**config.mk**
```make
export PLATFORM = sky130hd
export DESIGN_NAME = intel_hex_record_decoder
export DESIGN_NICKNAME = d
export VERILOG_FILES = /design/src/rtl/ihex_pkg.sv /design/src/rtl/intel_hex_record_decoder.sv
export SDC_FILE = /design/constraint.sdc
export NUM_CORES = 1
export LEC_CHECK = 0
export BUFFER_PORTS_ARGS = -buffer_cell sky130_fd_sc_hd__buf_2
export CELL_PAD_IN_SITES_DETAIL_PLACEMENT = 0
export CELL_PAD_IN_SITES_GLOBAL_PLACEMENT = 1
export CORE_MARGIN = 2
export CORE_UTILIZATION = 45
export DETAILED_ROUTE_END_ITERATION = 6
export PLACE_DENSITY_LB_ADDON = 0.1
export RECOVER_POWER = 25
export REMOVE_ABC_BUFFERS = 1
export SYNTH_ARGS = -nofsm -noshare
export SYNTH_HDL_FRONTEND = slang
export SYNTH_SLANG_ARGS = --single-unit
```
**constraint.sdc**
```tcl
create_clock -name clk_i -period 9.3 [get_ports clk_i]
set_clock_uncertainty 0.15 [all_clocks]
set_input_delay 0.465 -clock clk_i [delete_from_list [all_inputs] [get_ports clk_i]]
set_output_delay 0.465 -clock clk_i [all_outputs]
set_load 0.005 [all_outputs]
```
**src/rtl/ihex_pkg.sv**
```systemverilog
// Shared types, character codes and helpers for the hex record decoder.
package ihex_pkg;

  // Record length limit, capped at the data buffer depth
  localparam int unsigned BufBytes       = 16;
  localparam int unsigned BufWords       = BufBytes / 4;
  localparam int unsigned MaxRecordBytes = 16;
  localparam int unsigned DataLimit      = (MaxRecordBytes < BufBytes) ? MaxRecordBytes
                                                                       : BufBytes;
  localparam logic [7:0] PadReset = 8'hFF;

  // Character codes
  localparam logic [7:0] CharColon = 8'h3A;
  localparam logic [7:0] CharCr    = 8'h0D;
  localparam logic [7:0] CharLf    = 8'h0A;
  localparam logic [7:0] CharNine  = 8'h39;
  localparam logic [7:0] CharSeven = 8'h37;
  localparam logic [7:0] CharZero  = 8'h30;

  // Record types
  localparam logic [7:0] RecData   = 8'h00;
  localparam logic [7:0] RecEof    = 8'h01;
  localparam logic [7:0] RecExtLin = 8'h04;

  typedef enum logic [1:0] {
    PH_WAIT = 2'd0,
    PH_LINE = 2'd1,
    PH_DONE = 2'd2,
    PH_HALT = 2'd3
  } phase_e;

  typedef enum logic [2:0] {
    ST_OK       = 3'd0,
    ST_DONE     = 3'd1,
    ST_NO_START = 3'd2,
    ST_BAD_SUM  = 3'd3,
    ST_TOO_LONG = 3'd4,
    ST_NO_EOF   = 3'd5
  } status_e;

  typedef enum logic {
    KIND_WORD   = 1'b0,
    KIND_STATUS = 1'b1
  } kind_e;

  // Decode one hex digit; no validity check, low four bits kept
  function automatic logic [3:0] hex_value(input logic [7:0] c);
    logic [7:0] v;
    v = (c > CharNine) ? (c - CharSeven) : (c - CharZero);
    return v[3:0];
  endfunction

endpackage

```
**src/rtl/intel_hex_record_decoder.sv**
```systemverilog
// Intel HEX record decoder: character parser, word emitter and output register.
//
// Takes one text character per cycle on the slave stream when ready (tuser high
// marks end of file). Characters that cause no result, and those that cause a
// single status item, are taken back to back at one per cycle unless the master
// side stalls. A line end that closes a good data record causes ceil(count/4)
// word writes plus a status item; the emitter puts one of these into the output
// register per cycle when it is free, and the next character is taken in the
// cycle the status item moves into it, so the slave side stalls while the words
// (at most 4) go out. The last item of each burst sits in the output register
// while the next character is already taken. After done or an error every
// character is taken and dropped until reset. pad_byte may be written at any
// time the block is idle; the configuration channel is always ready.
module intel_hex_record_decoder (
  input  logic        clk_i,
  input  logic        rst_ni,
  // Configuration: pad_byte
  input  logic        cfg_valid_i,
  output logic        cfg_ready_o,
  input  logic [7:0]  cfg_data_i,
  // Text input
  input  logic        s_axis_tvalid_i,
  output logic        s_axis_tready_o,
  input  logic [7:0]  s_axis_tdata_i,   // [7:0] text_char
  input  logic        s_axis_tuser_i,   // [0] end_of_input
  // Results
  output logic        m_axis_tvalid_o,
  input  logic        m_axis_tready_i,
  output logic [71:0] m_axis_tdata_o,   // [31:0] write_address, [63:32] write_word,
                                        // [66:64] status_code, [71:67] zero
  output logic        m_axis_tuser_o,   // [0] item_kind
  output logic        m_axis_tlast_o    // last_of_run
);

  localparam int unsigned WIdxW = $clog2(ihex_pkg::BufWords);

  // Parser state
  ihex_pkg::phase_e phase_q, phase_d;
  logic             nib_pend_q, nib_pend_d;
  logic [3:0]       hi_nib_q, hi_nib_d;
  logic [4:0]       pos_q, pos_d;
  logic [4:0]       len_q, len_d;
  logic [15:0]      offset_q, offset_d;
  logic [7:0]       rec_kind_q, rec_kind_d;
  logic [7:0]       sum_q, sum_d;
  logic [15:0]      ext_base_q, ext_base_d;
  logic [7:0]       pad_q;
  logic [31:0]      buf_word_q [ihex_pkg::BufWords];

  // Buffer write port
  logic             buf_we;
  logic [3:0]       buf_idx;

  // Result of the current transfer
  logic             res_valid;
  ihex_pkg::status_e res_code;
  logic [2:0]       res_words;

  // Emitter
  logic [2:0]        words_left_q, words_left_d;
  logic [WIdxW-1:0]  word_idx_q, word_idx_d;
  logic [31:0]       base_q, base_d;
  logic              stat_pend_q, stat_pend_d;
  ihex_pkg::status_e code_q, code_d;
  logic              out_load;

  // Output register
  logic              out_valid_q;
  ihex_pkg::kind_e   out_kind_q;
  logic [31:0]       out_addr_q, out_word_q;
  ihex_pkg::status_e out_code_q;
  logic              out_last_q;

  logic              s_accept;
  logic [3:0]        nib;
  logic [7:0]        byte_val;
  logic [5:0]        pos_ext, len_plus5, len_plus4, len_plus3;
  logic              line_good, is_eol;
  logic [31:0]       em_word;
  logic [31:0]       em_addr;

  assign cfg_ready_o     = 1'b1;
  assign s_axis_tready_o = (words_left_q == 3'd0) && (!stat_pend_q || out_load);
  assign s_accept        = s_axis_tvalid_i && s_axis_tready_o;

  assign nib       = ihex_pkg::hex_value(s_axis_tdata_i);
  assign byte_val  = {hi_nib_q, nib};
  assign pos_ext   = {1'b0, pos_q};
  assign len_plus5 = {1'b0, len_q} + 6'd5;
  assign len_plus4 = {1'b0, len_q} + 6'd4;
  assign len_plus3 = {1'b0, len_q} + 6'd3;
  assign line_good = !nib_pend_q && (pos_ext == len_plus5) && (sum_q == 8'd0);
  assign is_eol    = (s_axis_tdata_i == ihex_pkg::CharCr) ||
                     (s_axis_tdata_i == ihex_pkg::CharLf);
  assign buf_idx   = pos_q[3:0] - 4'd4;

  // Parser next state: one character per transfer
  always_comb begin : parse_next
    phase_d    = phase_q;
    nib_pend_d = nib_pend_q;
    hi_nib_d   = hi_nib_q;
    pos_d      = pos_q;
    len_d      = len_q;
    offset_d   = offset_q;
    rec_kind_d = rec_kind_q;
    sum_d      = sum_q;
    ext_base_d = ext_base_q;
    buf_we     = 1'b0;
    if (s_accept && (phase_q == ihex_pkg::PH_WAIT || phase_q == ihex_pkg::PH_LINE)) begin
      if (s_axis_tuser_i) begin
        // End of file: done only on a complete, good EOF record
        if (phase_q == ihex_pkg::PH_LINE && line_good && rec_kind_q == ihex_pkg::RecEof) begin
          phase_d = ihex_pkg::PH_DONE;
        end else begin
          phase_d = ihex_pkg::PH_HALT;
        end
      end else if (phase_q == ihex_pkg::PH_WAIT) begin
        // Skip blank line ends, open a record on the start code, halt on anything else
        if (!is_eol) begin
          if (s_axis_tdata_i != ihex_pkg::CharColon) begin
            phase_d = ihex_pkg::PH_HALT;
          end else begin
            nib_pend_d = 1'b0;
            hi_nib_d   = 4'd0;
            pos_d      = 5'd0;
            len_d      = 5'd0;
            offset_d   = 16'd0;
            rec_kind_d = 8'd0;
            sum_d      = 8'd0;
            phase_d    = ihex_pkg::PH_LINE;
          end
        end
      end else if (is_eol) begin
        // Close the line
        if (!line_good) begin
          phase_d = ihex_pkg::PH_HALT;
        end else if (rec_kind_q == ihex_pkg::RecEof) begin
          phase_d = ihex_pkg::PH_DONE;
        end else begin
          if (rec_kind_q == ihex_pkg::RecExtLin) begin
            ext_base_d[15:8] = (len_q > 5'd0) ? buf_word_q[0][7:0] : 8'd0;
            ext_base_d[7:0]  = (len_q > 5'd1) ? buf_word_q[0][15:8] : 8'd0;
          end
          phase_d = ihex_pkg::PH_WAIT;
        end
      end else if (!nib_pend_q) begin
        hi_nib_d   = nib;
        nib_pend_d = 1'b1;
      end else begin
        nib_pend_d = 1'b0;
        if (pos_ext >= len_plus5) begin
          phase_d = ihex_pkg::PH_HALT;
        end else begin
          sum_d = sum_q + byte_val;
          pos_d = pos_q + 5'd1;
          case (pos_q)
            5'd0: begin
              len_d = byte_val[4:0];
              if (byte_val > 8'(ihex_pkg::DataLimit)) begin
                phase_d = ihex_pkg::PH_HALT;
              end
            end
            5'd1: offset_d[15:8] = byte_val;
            5'd2: offset_d[7:0]  = byte_val;
            5'd3: rec_kind_d     = byte_val;
            default: begin
              if (pos_ext < len_plus4) begin
                buf_we = 1'b1;
              end
            end
          endcase
        end
      end
    end
  end

  // Parser outputs: what the transfer gives to the emitter
  always_comb begin : parse_out
    res_valid = 1'b0;
    res_code  = ihex_pkg::ST_OK;
    res_words = 3'd0;
    if (phase_q == ihex_pkg::PH_WAIT || phase_q == ihex_pkg::PH_LINE) begin
      if (s_axis_tuser_i) begin
        res_valid = 1'b1;
        res_code  = (phase_q == ihex_pkg::PH_LINE && line_good &&
                     rec_kind_q == ihex_pkg::RecEof) ? ihex_pkg::ST_DONE
                                                     : ihex_pkg::ST_NO_EOF;
      end else if (phase_q == ihex_pkg::PH_WAIT) begin
        if (!is_eol && s_axis_tdata_i != ihex_pkg::CharColon) begin
          res_valid = 1'b1;
          res_code  = ihex_pkg::ST_NO_START;
        end
      end else if (is_eol) begin
        res_valid = 1'b1;
        if (!line_good) begin
          res_code = ihex_pkg::ST_BAD_SUM;
        end else if (rec_kind_q == ihex_pkg::RecEof) begin
          res_code = ihex_pkg::ST_DONE;
        end else if (rec_kind_q == ihex_pkg::RecData) begin
          res_words = len_plus3[4:2];
        end
      end else if (nib_pend_q) begin
        if (pos_ext >= len_plus5) begin
          res_valid = 1'b1;
          res_code  = ihex_pkg::ST_TOO_LONG;
        end else if (pos_q == 5'd0 && byte_val > 8'(ihex_pkg::DataLimit)) begin
          res_valid = 1'b1;
          res_code  = ihex_pkg::ST_TOO_LONG;
        end
      end
    end
  end

  // Parser registers
  always_ff @(posedge clk_i or negedge rst_ni) begin
    if (!rst_ni) begin
      phase_q    <= ihex_pkg::PH_WAIT;
      nib_pend_q <= 1'b0;
      hi_nib_q   <= 4'd0;
      pos_q      <= 5'd0;
      len_q      <= 5'd0;
      offset_q   <= 16'd0;
      rec_kind_q <= 8'd0;
      sum_q      <= 8'd0;
      ext_base_q <= 16'd0;
      pad_q      <= ihex_pkg::PadReset;
    end else begin
      phase_q    <= phase_d;
      nib_pend_q <= nib_pend_d;
      hi_nib_q   <= hi_nib_d;
      pos_q      <= pos_d;
      len_q      <= len_d;
      offset_q   <= offset_d;
      rec_kind_q <= rec_kind_d;
      sum_q      <= sum_d;
      ext_base_q <= ext_base_d;
      if (cfg_valid_i && cfg_ready_o) begin
        pad_q <= cfg_data_i;
      end
    end
  end

  // Data buffer, one byte lane written per transfer
  always_ff @(posedge clk_i) begin
    if (buf_we) begin
      buf_word_q[buf_idx[3:2]][8*buf_idx[1:0] +: 8] <= byte_val;
    end
  end

  // Assemble the next word, padding bytes past the record length
  always_comb begin : word_build
    em_word = buf_word_q[word_idx_q];
    for (int k = 0; k < 4; k++) begin
      if ({1'b0, word_idx_q, 2'(k)} >= len_q) begin
        em_word[8*k +: 8] = pad_q;
      end
    end
    em_addr = base_q + {28'd0, word_idx_q, 2'b00};
  end

  // Emitter: words first, then the status item
  assign out_load = (!out_valid_q || m_axis_tready_i) &&
                    ((words_left_q != 3'd0) || stat_pend_q);

  always_comb begin : emit_next
    words_left_d = words_left_q;
    word_idx_d   = word_idx_q;
    base_d       = base_q;
    stat_pend_d  = stat_pend_q;
    code_d       = code_q;
    if (s_accept && res_valid) begin
      words_left_d = res_words;
      word_idx_d   = '0;
      base_d       = {ext_base_q, offset_q};
      stat_pend_d  = 1'b1;
      code_d       = res_code;
    end else if (out_load) begin
      if (words_left_q != 3'd0) begin
        words_left_d = words_left_q - 3'd1;
        word_idx_d   = word_idx_q + 1'b1;
      end else begin
        stat_pend_d = 1'b0;
      end
    end
  end

  always_ff @(posedge clk_i or negedge rst_ni) begin
    if (!rst_ni) begin
      words_left_q <= 3'd0;
      stat_pend_q  <= 1'b0;
      out_valid_q  <= 1'b0;
    end else begin
      words_left_q <= words_left_d;
      stat_pend_q  <= stat_pend_d;
      if (out_load) begin
        out_valid_q <= 1'b1;
      end else if (m_axis_tready_i) begin
        out_valid_q <= 1'b0;
      end
    end
  end

  // Emitter payload and output register
  always_ff @(posedge clk_i) begin
    word_idx_q <= word_idx_d;
    base_q     <= base_d;
    code_q     <= code_d;
    if (out_load) begin
      if (words_left_q != 3'd0) begin
        out_kind_q <= ihex_pkg::KIND_WORD;
        out_addr_q <= em_addr;
        out_word_q <= em_word;
        out_code_q <= ihex_pkg::ST_OK;
        out_last_q <= 1'b0;
      end else begin
        out_kind_q <= ihex_pkg::KIND_STATUS;
        out_addr_q <= 32'd0;
        out_word_q <= 32'd0;
        out_code_q <= code_q;
        out_last_q <= 1'b1;
      end
    end
  end

  assign m_axis_tvalid_o = out_valid_q;
  assign m_axis_tdata_o  = {5'd0, out_code_q, out_word_q, out_addr_q};
  assign m_axis_tuser_o  = out_kind_q;
  assign m_axis_tlast_o  = out_last_q;

  // Pending words always end in a status item
  assert property (@(posedge clk_i) disable iff (!rst_ni)
    (words_left_q != 3'd0) |-> stat_pend_q)
    else $error("word burst without a closing status");

  // Once done or halted, no new results appear
  assert property (@(posedge clk_i) disable iff (!rst_ni)
    ((phase_q == ihex_pkg::PH_DONE || phase_q == ihex_pkg::PH_HALT) && !stat_pend_q)
    |=> !stat_pend_q)
    else $error("result raised after the parser stopped");

  // Byte position never runs past the checksum slot
  assert property (@(posedge clk_i) disable iff (!rst_ni)
    (phase_q == ihex_pkg::PH_LINE) |-> (pos_ext <= len_plus5))
    else $error("byte position beyond record end");

  // Word items are never last and carry no status
  assert property (@(posedge clk_i) disable iff (!rst_ni)
    (out_valid_q && out_kind_q == ihex_pkg::KIND_WORD) |->
    (!out_last_q && out_code_q == ihex_pkg::ST_OK))
    else $error("word item marked last or with a status code");

endmodule
```
== After elaboration in Yosys (flattened, before gate mapping) ==
Memories as Yosys holds them, arrays and structs flattened. A register that Yosys moved wholly into a read port is not among the register bits.
Index checks and enable logic that the tools add are counted.

* Register bits: 183
* Memory bits (writable): 128
* Output and inout bits: 77
* Logic and storage cells: 220
* Memories kept: 1

* $add $sub $neg: 12
* Order comparisons: 10
* Equality and inequality tests: 15
* Shift-type cells: 2
* Multiplexer cells: 105
* Bitwise operators: 4
* Reductions and logical operators: 50

{| class="wikitable"
|+ Memory list
! name !! depth !! width !! read ports !! clocked after Yosys merged registers in !! wr ports !! RTL line !! RTL
|-
| buf_word_q || 4 || 32 || 2 || 1 || 1 || intel_hex_record_decoder.sv:48 || <nowiki>logic [31:0] buf_word_q [ihex_pkg::BufWords];</nowiki>
|}

{| class="wikitable"
|+ Operators by type and width
! cell !! count
|-
| 8-bit 2-to-1 mux || 19
|-
| 16-bit 2-to-1 mux || 6
|-
| 5-bit 2-to-1 mux || 11
|-
| 3-bit 2-to-1 mux || 17
|-
| 7-bit AND reduction || 5
|-
| 5-bit negator with 34-bit output || 1
|-
| 8-bit by 34-bit variable shift with 32-bit output, first input constant || 1
|-
| 8-bit by 34-bit variable part select with 32-bit output || 1
|-
| 32-bit by 4-bit adder with 32-bit output || 1
|-
| 32-bit 2-to-1 mux || 1
|-
| 1-bit 2-to-1 mux || 30
|-
| 2-bit 2-to-1 mux || 15
|-
| 4-bit 2-to-1 mux || 6
|-
| 4-bit by 5-bit greater-or-equal comparator with 1-bit output || 4
|-
| 8-bit by 4-bit equality test with 1-bit output, second input constant || 2
|-
| 8-bit zero test || 2
|-
| 2-bit nonzero test || 8
|-
| 5-bit by 3-bit adder with 6-bit output, second input constant || 2
|-
| 1-bit logical AND || 11
|-
| 5-bit by 2-bit equality test with 1-bit output, second input constant || 2
|-
| 5-bit by 1-bit > comparator with 1-bit output, second input constant || 2
|-
| 5-bit AND reduction || 2
|-
| 5-bit nonzero test || 2
|-
| 8-bit adder || 1
|-
| 31 further kinds || 46
|}

== Longest topological paths before layout ==
Gate-level depths: netlist (run 1).

* Word-level depth: 14
* Depth in mapped cells: 16
* Depth with buffers taken out: 16

== Worst setup path before layout (run 1) ==
Ideal clock, no wire load.

* Path type: register to register
* From: register words_left_q[0]
* To: register out_last_q (netlist: m_axis_tlast_o), enable pin
* Library setup time: 0.496 ns
* Data arrival time: 3.619 ns
* Required time: 8.654 ns
* Setup slack: 5.036 ns
* Stages on the path, launching flop included: 6
* Buffers on the path: 0
* Clock period less this slack: 4.264 ns
* Cell sequence: dfrtp_1 > inv_1 > ha_1 > nand2b_4 > nor2_1 > nor2_1

* Longest elaborated chain between the ends: 3

{| class="wikitable"
|+ RTL lines
! what !! RTL line !! RTL
|-
| from (decl) || intel_hex_record_decoder.sv:60 || <nowiki>logic [2:0] words_left_q, words_left_d;</nowiki>
|-
| from (signal assigned) || intel_hex_record_decoder.sv:293 || <nowiki>words_left_q <= words_left_d;</nowiki>
|-
| 3-bit nonzero test || intel_hex_record_decoder.sv:263 || <nowiki>((words_left_q != 3'd0) || stat_pend_q);</nowiki>
|-
| 1-bit logical OR || intel_hex_record_decoder.sv:263 ||
|-
| 1-bit logical AND || intel_hex_record_decoder.sv:262 || <nowiki>assign out_load = (!out_valid_q || m_axis_tready_i) &&</nowiki>
|-
| named net out_load || intel_hex_record_decoder.sv:65 || <nowiki>logic out_load;</nowiki>
|-
| to (signal assigned) || intel_hex_record_decoder.sv:314 || <nowiki>out_last_q <= 1'b0;</nowiki>
|-
| to (signal assigned) || intel_hex_record_decoder.sv:320 || <nowiki>out_last_q <= 1'b1;</nowiki>
|-
| to (decl) || intel_hex_record_decoder.sv:72 || <nowiki>logic out_last_q;</nowiki>
|}

The timed path passes the listed nets, and every way through them passes these cells.
A chain may end at the register's enable or synchronous reset.

==> qor.yml, run 1 <==
yosys:
  post_synth_design_cell_area_um2: 14100
  ys_ff_latch: 313
  number_of_standard_cells_after_synthesis: 1036
  post_synthesis_average_cell_area_um2: 13.6
  sequential_cell_area_fraction_in_the_yosys_report_pct: 63.6
  post_synth_num_cell_types: 82
  synth.largest_area_cell: "sky130_fd_sc_hd__edfxtp_1"
  synth-edff-count: 231
  post-synth-top-area-fraction_pct: 49.1
  async_reset_ff_share_pct: 24.9
  ys_warnings: 0
  synth_top_cells_by_area: "sky130_fd_sc_hd__edfxtp_1, sky130_fd_sc_hd__dfrtp_1, sky130_fd_sc_hd__mux4_2"
  yosys_most_used_dff: "sky130_fd_sc_hd__edfxtp_1"
cells_and_area:
  area_delta_synth_final_pct: 13.6
  layout.nets: 1208
  share_of_post_route_cells_with_drive_strength_above_1_pct: 16.3
  mostFrequentLayoutCell: "sky130_fd_sc_hd__edfxtp_1"
  final_util_pct: 52.1
  final_cell_area_um2: 16000
  antenna-diode-count: 0
  highest_count_cells_in_the_layout_ignoring_fill_and_taps: "sky130_fd_sc_hd__edfxtp_1, sky130_fd_sc_hd__nor2_1, sky130_fd_sc_hd__nand2_1"
flow_run:
  max-cap-violations: 2
detailed_routing:
  total_routed_wirelength_um: 31000
  post_drt_via_cell_ratio: 5.34
  detailroute.via_count: 8346
  wire_per_inst_um: 19.8
  dr.max_layer_used: "met4"
  dr_wl_met3_um: 1130
  met2_wirelength_um: 15200
  detail_route.wirelength.met1_um: 14200
  drt_iter0_drc: 361
  ant_nets: 0
  drc: 0
  drt-pass1-iter-count: 4
timing:
  fin_crit_share_pct: 48.6
  worst_slew_margin_rel_pct: -82.4
  worst_slew_pin_slew_ns: 2.74
  unrepaired_setup_endpoints_after_global_routing: "no"
  timing.fmax_mhz: 221
  hold_viol: 0
  timing_max_transition_violations_final: 81
  period_minus_slack_ns: 4.52
  setup_violators_final: 0
  fin_setup_tns_ns: 0
cts:
  clock_sinks: 313
  cts.path.max_buffers: 3
  cts_tree: "done"
  clk_pin_slew_ns: 0.06
  tritoncts.num_buffers: 35
  post_cts_resized: 0
  cts.repair_timing.setup_buffer_count: 0
  cts-root-buf: "sky130_fd_sc_hd__clkbuf_16"
  clkLatencyLatePin_ns: 0.51
  clock_tree.htree_level_count: 2
global_routing:
  grt_max_degree: 69
  first_global_vias: 8453
  grt.overflow.total: 0
  grt_usage_pct: 19.5
  grt_antenna_before_repair: 1
  grt_first_pass_wirelength_um: 49100
run_status:
  failed_checks: "capacitance limit, slew limit"
  run_status: "finished, violations left"
setup_path:
  cp_cell_sequence: "dlygate4sd3_1, clkbuf_1, clkbuf_1"
  critical_path_required_ns: 9.16
  critical_path.endpoint_type: "asynchronous set/reset pin"
  critPathArrivalTime_ns: 4.38
  crit_type: "input pin to asynchronous set/reset pin"
  critPathSlowestCell: "sky130_fd_sc_hd__clkbuf_1"
  timing.critical_path.slowest_cell_delay_ns: 2.01
  crit_path_max_fanout: 50
  worst_path_most_repeated_cell: "sky130_fd_sc_hd__clkbuf_1"
  type_of_element_launching_the_critical_path: "input pin"
die:
  chipWidth_um: 181
  die-area_um2: 32800
  initial_util_pct: 45.9
  pin_count: 99
  fp.dieH_um: 181
  core_area_um2: 30700
  std_cell_rows: 64
placed_design:
  hpwl_after_detailed_placement_um: 21300
  gp_congestion: 0.800
  post_dp_cell_area_um2: 15000
  port_buffers: 92
power:
  power.ir.vdd_worst_uv: 148
  power-per-cell-area_nw_per_um2: 278
  p_leak_uw: 0.00604
min_path:
  min_path_type: "input pin to register"
[worst max-delay path, delay by kind of cell]
family   cells  cell delay, ns
buf+inv      3            3.86
[repair_timing]
action                     in CTS  in global routing
hold endpoints to repair       20                  0
hold buffers                    1                  0
setup endpoints to repair       0                  0
[synthesized netlist by cell type, drive strengths merged, types with 3 or more instances]
cell       n
nand2b     8
xor2      27
and2      23
nor2b      8
a21oi     16
buf       17
dfrtp     70
o2bb2ai    5
or3        8
nor4       4
ha        43
clkbuf    25
o21ai     50
o31ai      9
nor3      18
inv       31
and3      12
nor3b      5
xnor2     19
mux2i     35
dfxtp      4
dfstp      8
a21o       3
nor4b      4
nand3     20
mux2       9
nand2     99
edfxtp   231
or2        5
nand4     12
nand3b     6
nor2     114
o21a       5
a22o      14
mux4      32
[metal layers]
metal | GRT usage [%] | vias to the layer above
li1 | - | 4023
met1 | 26.7 | 4133
met2 | 33.0 | 153
met3 | 2.76 | 37
met4 | 4.75 | 0
met5 | 0 | -
[state kept, by name, summed over array words and instances (netlist names), 2 cells and up, named ones only]
name,cells
buf_word_q,128
base_q,32
out_addr_q,32
out_word_q,32
ext_base_q,16
offset_q,16
pad_q,8
rec_kind_q,8
sum_q,8
len_q,5
pos_q,5
hi_nib_q,4
code_q,3
out_code_q,3
words_left_q,3
phase_q,2
word_idx_q,2
[worst paths after layout]
| kind | from | end | slack, ns | cells past startpoint |
|---|---|---|---|---|
| max | rst_ni | offset_q[10] | 4.78 | 3 |
| min | cfg_data_i[1] | pad_q[1] | 0.04 | 2 |
| max reg2reg | pos_q[0] | buf_word_q[3][21] | 5.01 | 9 |
| min reg2reg | ext_base_q[0] | base_q[16] | 0.29 | 0 |
| max in group clk_i | pos_q[0] | buf_word_q[3][21] | 5.01 | 9 |
| min in group asynchronous | rst_ni | phase_q[1] | 0.86 | 2 |
[per-stage QoR]
| stage | std cells | power [µW] | hold slack (ns) | worst slack [ns] |
|---|---|---|---|---|
| after floorplan | 998 | 2770 | 0.0194 | 5.04 |
| after global placement | 1499 | 3240 | 0.280 | 5.11 |
| after detailed placement | 1499 | 3250 | 0.282 | 5.00 |
| after CTS | 1564 | 4540 | 0.0167 | 5.00 |
| after global routing | 1564 | 4730 | 0.0260 | 3.93 |
| final | 1564 | 4460 | 0.0389 | 4.78 |
[where the power goes]
part / switching [µW] / total [µW] / leakage, µW / internal (µW)
registers: 175 / 1940 / 0.00313 / 1770
logic: 715 / 1240 / 0.00238 / 525
clock network: 527 / 1280 / 0.000524 / 750
[kinds of logic after synthesis]
| kind of cell | after synthesis | synth area share (%) |
|---|---|---|
| muxes | 76 | 8.31 |
| buffers and inverters | 73 | 2.23 |
| other | 2 | 0.0532 |
| adders and majority gates | 45 | 4.10 |
| DFF | 313 | 63.6 |
| AOI/OAI and AO/OA | 126 | 6.29 |
| and+or+nand+nor | 355 | 12.6 |
| xor gates and xnor gates | 46 | 2.85 |
[final cells by class]
type | instances | area (µm²)
fill | 2699 | 14700
sequential | 313 | 8980
clock buffer | 48 | 956
inverter | 31 | 116
timing repair buffer | 106 | 526
multi-input combinational | 654 | 4850
clock inverter | 16 | 111
tap | 396 | 495
(Power assumes the default switching activity.)
==> run 2: changes to the inputs <==
==> constraint.sdc (replaced) <==
create_clock -name clk_i -period 3.68 [get_ports clk_i]
set_clock_uncertainty 0.15 [all_clocks]
set_input_delay 0.184 -clock clk_i [delete_from_list [all_inputs] [get_ports clk_i]]
set_output_delay 0.184 -clock clk_i [all_outputs]
set_load 0.005 [all_outputs]
==> qor.yml, run 2 (synthesized netlist as in run 1, its figures left out) <==
run_status:
  run_status: "finished, violations left"
  failed_checks: "capacitance limit, slew limit"
power:
  power_report.internal_total_uw: 8150  # +170%
  power.total_uw: 11900  # +170%
  netSwitchingFraction_pct: 31.3  # -0.47 points
  p_leak_uw: 0.00639  # +5.8%
  netSwitchingPower_uw: 3720  # +160%
  seq_power_share_pct: 41.4  # -2.1 points
  clkPwrFrac_pct: 30.4  # +1.8 points
  power.ir.vdd_worst_uv: 326  # +120%
  power-per-cell-area_nw_per_um2: 711  # +160%
  combinationalPowerShare_pct: 28.2  # +0.4 points
global_routing:
  grt_usage_pct: 20.0  # +0.50 points
  grt_antenna_before_repair: 0  # -1
  grt_max_degree: 68  # -1.4%
  first_global_vias: 8789  # +4.0%
  grt_first_pass_wirelength_um: 50500  # +2.8%
  gr-usage-met1_pct: 27.2  # +0.41 points
  grt_met3_use_pct: 3.10  # +0.34 points
  grt.busiest_layer: "met2"
  grt.overflow.total: 0  # unchanged
  groute.layer.met2.usage_pct: 33.0  # +0.061 points
timing:
  unrepaired_setup_endpoints_after_global_routing: "no"
  timing_max_transition_violations_final: 62  # -23%
  smallest_hold_slack_ns: 0.0577  # +0.0187 ns
  period_minus_slack_ns: 3.42
  setup_violators_final: 0  # unchanged
  worst_slew_pin_slew_ns: 1.58  # -1.16 ns
  worst_slew_margin_rel_pct: -5.01  # +77 points
  fin_crit_share_pct: 92.9
  timing.fmax_mhz: 293
  hold_viol: 0  # unchanged
detailed_routing:
  wire_per_inst_um: 19.7  # -0.81%
  total_routed_wirelength_um: 32000  # +2.9%
  drc: 0  # unchanged
  detailroute.via_count: 8659  # +3.8%
  ant_nets: 0  # unchanged
  post_drt_via_cell_ratio: 5.34  # about the same
  drt_iter0_drc: 506  # +40%
  drt-pass1-iter-count: 5  # +1
cells_and_area:
  layout.nets: 1267  # +4.9%
  ff_latch_area_um2: 8980  # about the same
  final_util_pct: 54.3  # +2.1 points
  nFillCells: 2608  # -3.4%
  mostFrequentLayoutCell: "sky130_fd_sc_hd__edfxtp_1"
  multi_input_area_um2: 4860  # +0.15%
  area_delta_synth_final_pct: 18.3
  count_of_non_filler_cells_in_the_finished_layout: 1623  # +3.8%
  share_of_post_route_cells_with_drive_strength_above_1_pct: 20.0  # +3.7 points
  final_cell_area_um2: 16700  # +4.1%
  antenna-diode-count: 0  # unchanged
  highest_count_cells_in_the_layout_ignoring_fill_and_taps: "sky130_fd_sc_hd__edfxtp_1, sky130_fd_sc_hd__nor2_1, sky130_fd_sc_hd__nand2_1"
  max_reg_flops: 128  # unchanged
setup_path:
  cp_cell_sequence: "buf_4, ha_1, xor2_1, ha_1, o21a_1, nor2_1, o31ai_2, nor4_4, buf_4, nand3_1, nor4b_2, buf_4"
  critical_path_required_ns: 3.75  # -5.41 ns
  critPathArrivalTime_ns: 3.49  # -0.89 ns
  crit_type: "register to register"
  type_of_element_launching_the_critical_path: "register"
  r2r-end: "buf_word_q[3][13]"
  reg2reg_slack_ns: 0.26  # -4.75 ns
  critical_path.endpoint_type: "register"
  crit_path_max_fanout: 10  # -80%
  r2r_start: "len_q[0]"
  timing.critical_path.slowest_cell_delay_ns: 0.41  # -1.60 ns
  critPathSlowestCell: "sky130_fd_sc_hd__dfrtp_1"
  reg2regPathDepth: 12  # +3
  worst_path_most_repeated_cell: "sky130_fd_sc_hd__buf_4"
placed_design:
  placed_cells_incl_taps: 1539  # +2.7%
  hpwl_after_detailed_placement_um: 21800  # +2.1%
  post_dp_cell_area_um2: 15300  # +2.1%
  gp_congestion: 0.819  # +2.3%
  port_buffers: 92  # unchanged
cts:
  cts_tree: "done"
  tritoncts.num_buffers: 35  # unchanged
  cts.path.max_buffers: 3  # unchanged
  clock_tree.htree_level_count: 2  # unchanged
  clock_sinks: 313  # unchanged
  clkLatencyLatePin_ns: 0.52  # about the same
  clk_pin_slew_ns: 0.06  # about the same
  cts-root-buf: "sky130_fd_sc_hd__clkbuf_16"
die:
  pin_count: 99  # unchanged
  std_cell_rows: 64  # unchanged
  die-area_um2: 32800  # unchanged
  initial_util_pct: 45.9  # unchanged
  fp.dieH_um: 181  # unchanged
  core_area_um2: 30700  # unchanged
  chipWidth_um: 181  # unchanged
min_path:
  hold_depth: 6  # +4
  worst_hold_path.endpoint: "words_left_q[0]"
  hp-start: "s_axis_tdata_i[5]"
  min_path_type: "input pin to register"
flow_run:
  max-cap-violations: 1  # -1
==> run 2: changes by cell type in the layout (fill, tap and decap cells not counted), sizes merged <==
cell / delta
clkinvlp: +2
bufinv: +4
dlygate4sd3: +19
clkbuf: -4
buf: +38
==> run 2: repair_timing <==
item	4_1_cts	5_1_grt
endpoints found under the setup margin	0	31
hold buffers	20	0
endpoints found under the hold margin	73	0
resized for setup	0	3
setup buffers	0	0
==> run 2: critical path, delay by kind of cell, from the launching register on <==
family,cells,cell delay (ns)
simple gates,4,0.92
fa+ha+maj,2,0.52
buf+inv,3,0.64
compound gates,2,0.28
xor+xnor,1,0.21
flops,1,0.41
==> run 2: stage by stage <==
step,setup TNS (ns),worst slack (ns)
finish,0,0.262
global route,0,0.0578
CTS,0,0.130
detailed placement,0,0.142
global placement,0,0.192
floorplan,-42.93,-0.584
==> run 2: how the worst max path moves through the flow <==
stage                     from  slack, ns           endpoint
5_1_grt               len_q[0]       0.06  buf_word_q[3][14]
3_5_place_dp          len_q[2]       0.14  buf_word_q[3][11]
4_1_cts               len_q[2]       0.13  buf_word_q[3][13]
2_1_floorplan  words_left_q[0]      -0.58     m_axis_tlast_o
6_report              len_q[0]       0.26  buf_word_q[3][13]
3_3_place_gp          len_q[2]       0.19  buf_word_q[3][13]
==> run 2: layer usage <==
layer / part of all wire [%] / vias up
met5: 0 / -
met4: 2.6 / 0
met3: 4.0 / 60
met2: 48 / 179
met1: 45 / 4285
li1: - / 4135
==> run 2: power groups by stage <==
stage / Combinational [µW] / Clock [µW] / Sequential, µW
after CTS: 3400 / 3680 / 4920
after global placement: 3330 / 0 / 4970
after floorplan: 2060 / 0 / 4940
after global routing: 3730 / 3830 / 4970
after detailed placement: 3370 / 0 / 4980
final: 3340 / 3610 / 4910
==> run 2: final cells by class <==
cell class                      count  area share, %
Sequential cell                   313           53.8
Clock buffer                       42           5.72
Tap cell                          396           2.97
Multi-Input combinational cell    654           29.1
Timing Repair Buffer              165           6.24
Inverter                           31          0.697
Clock inverter                     22           1.51
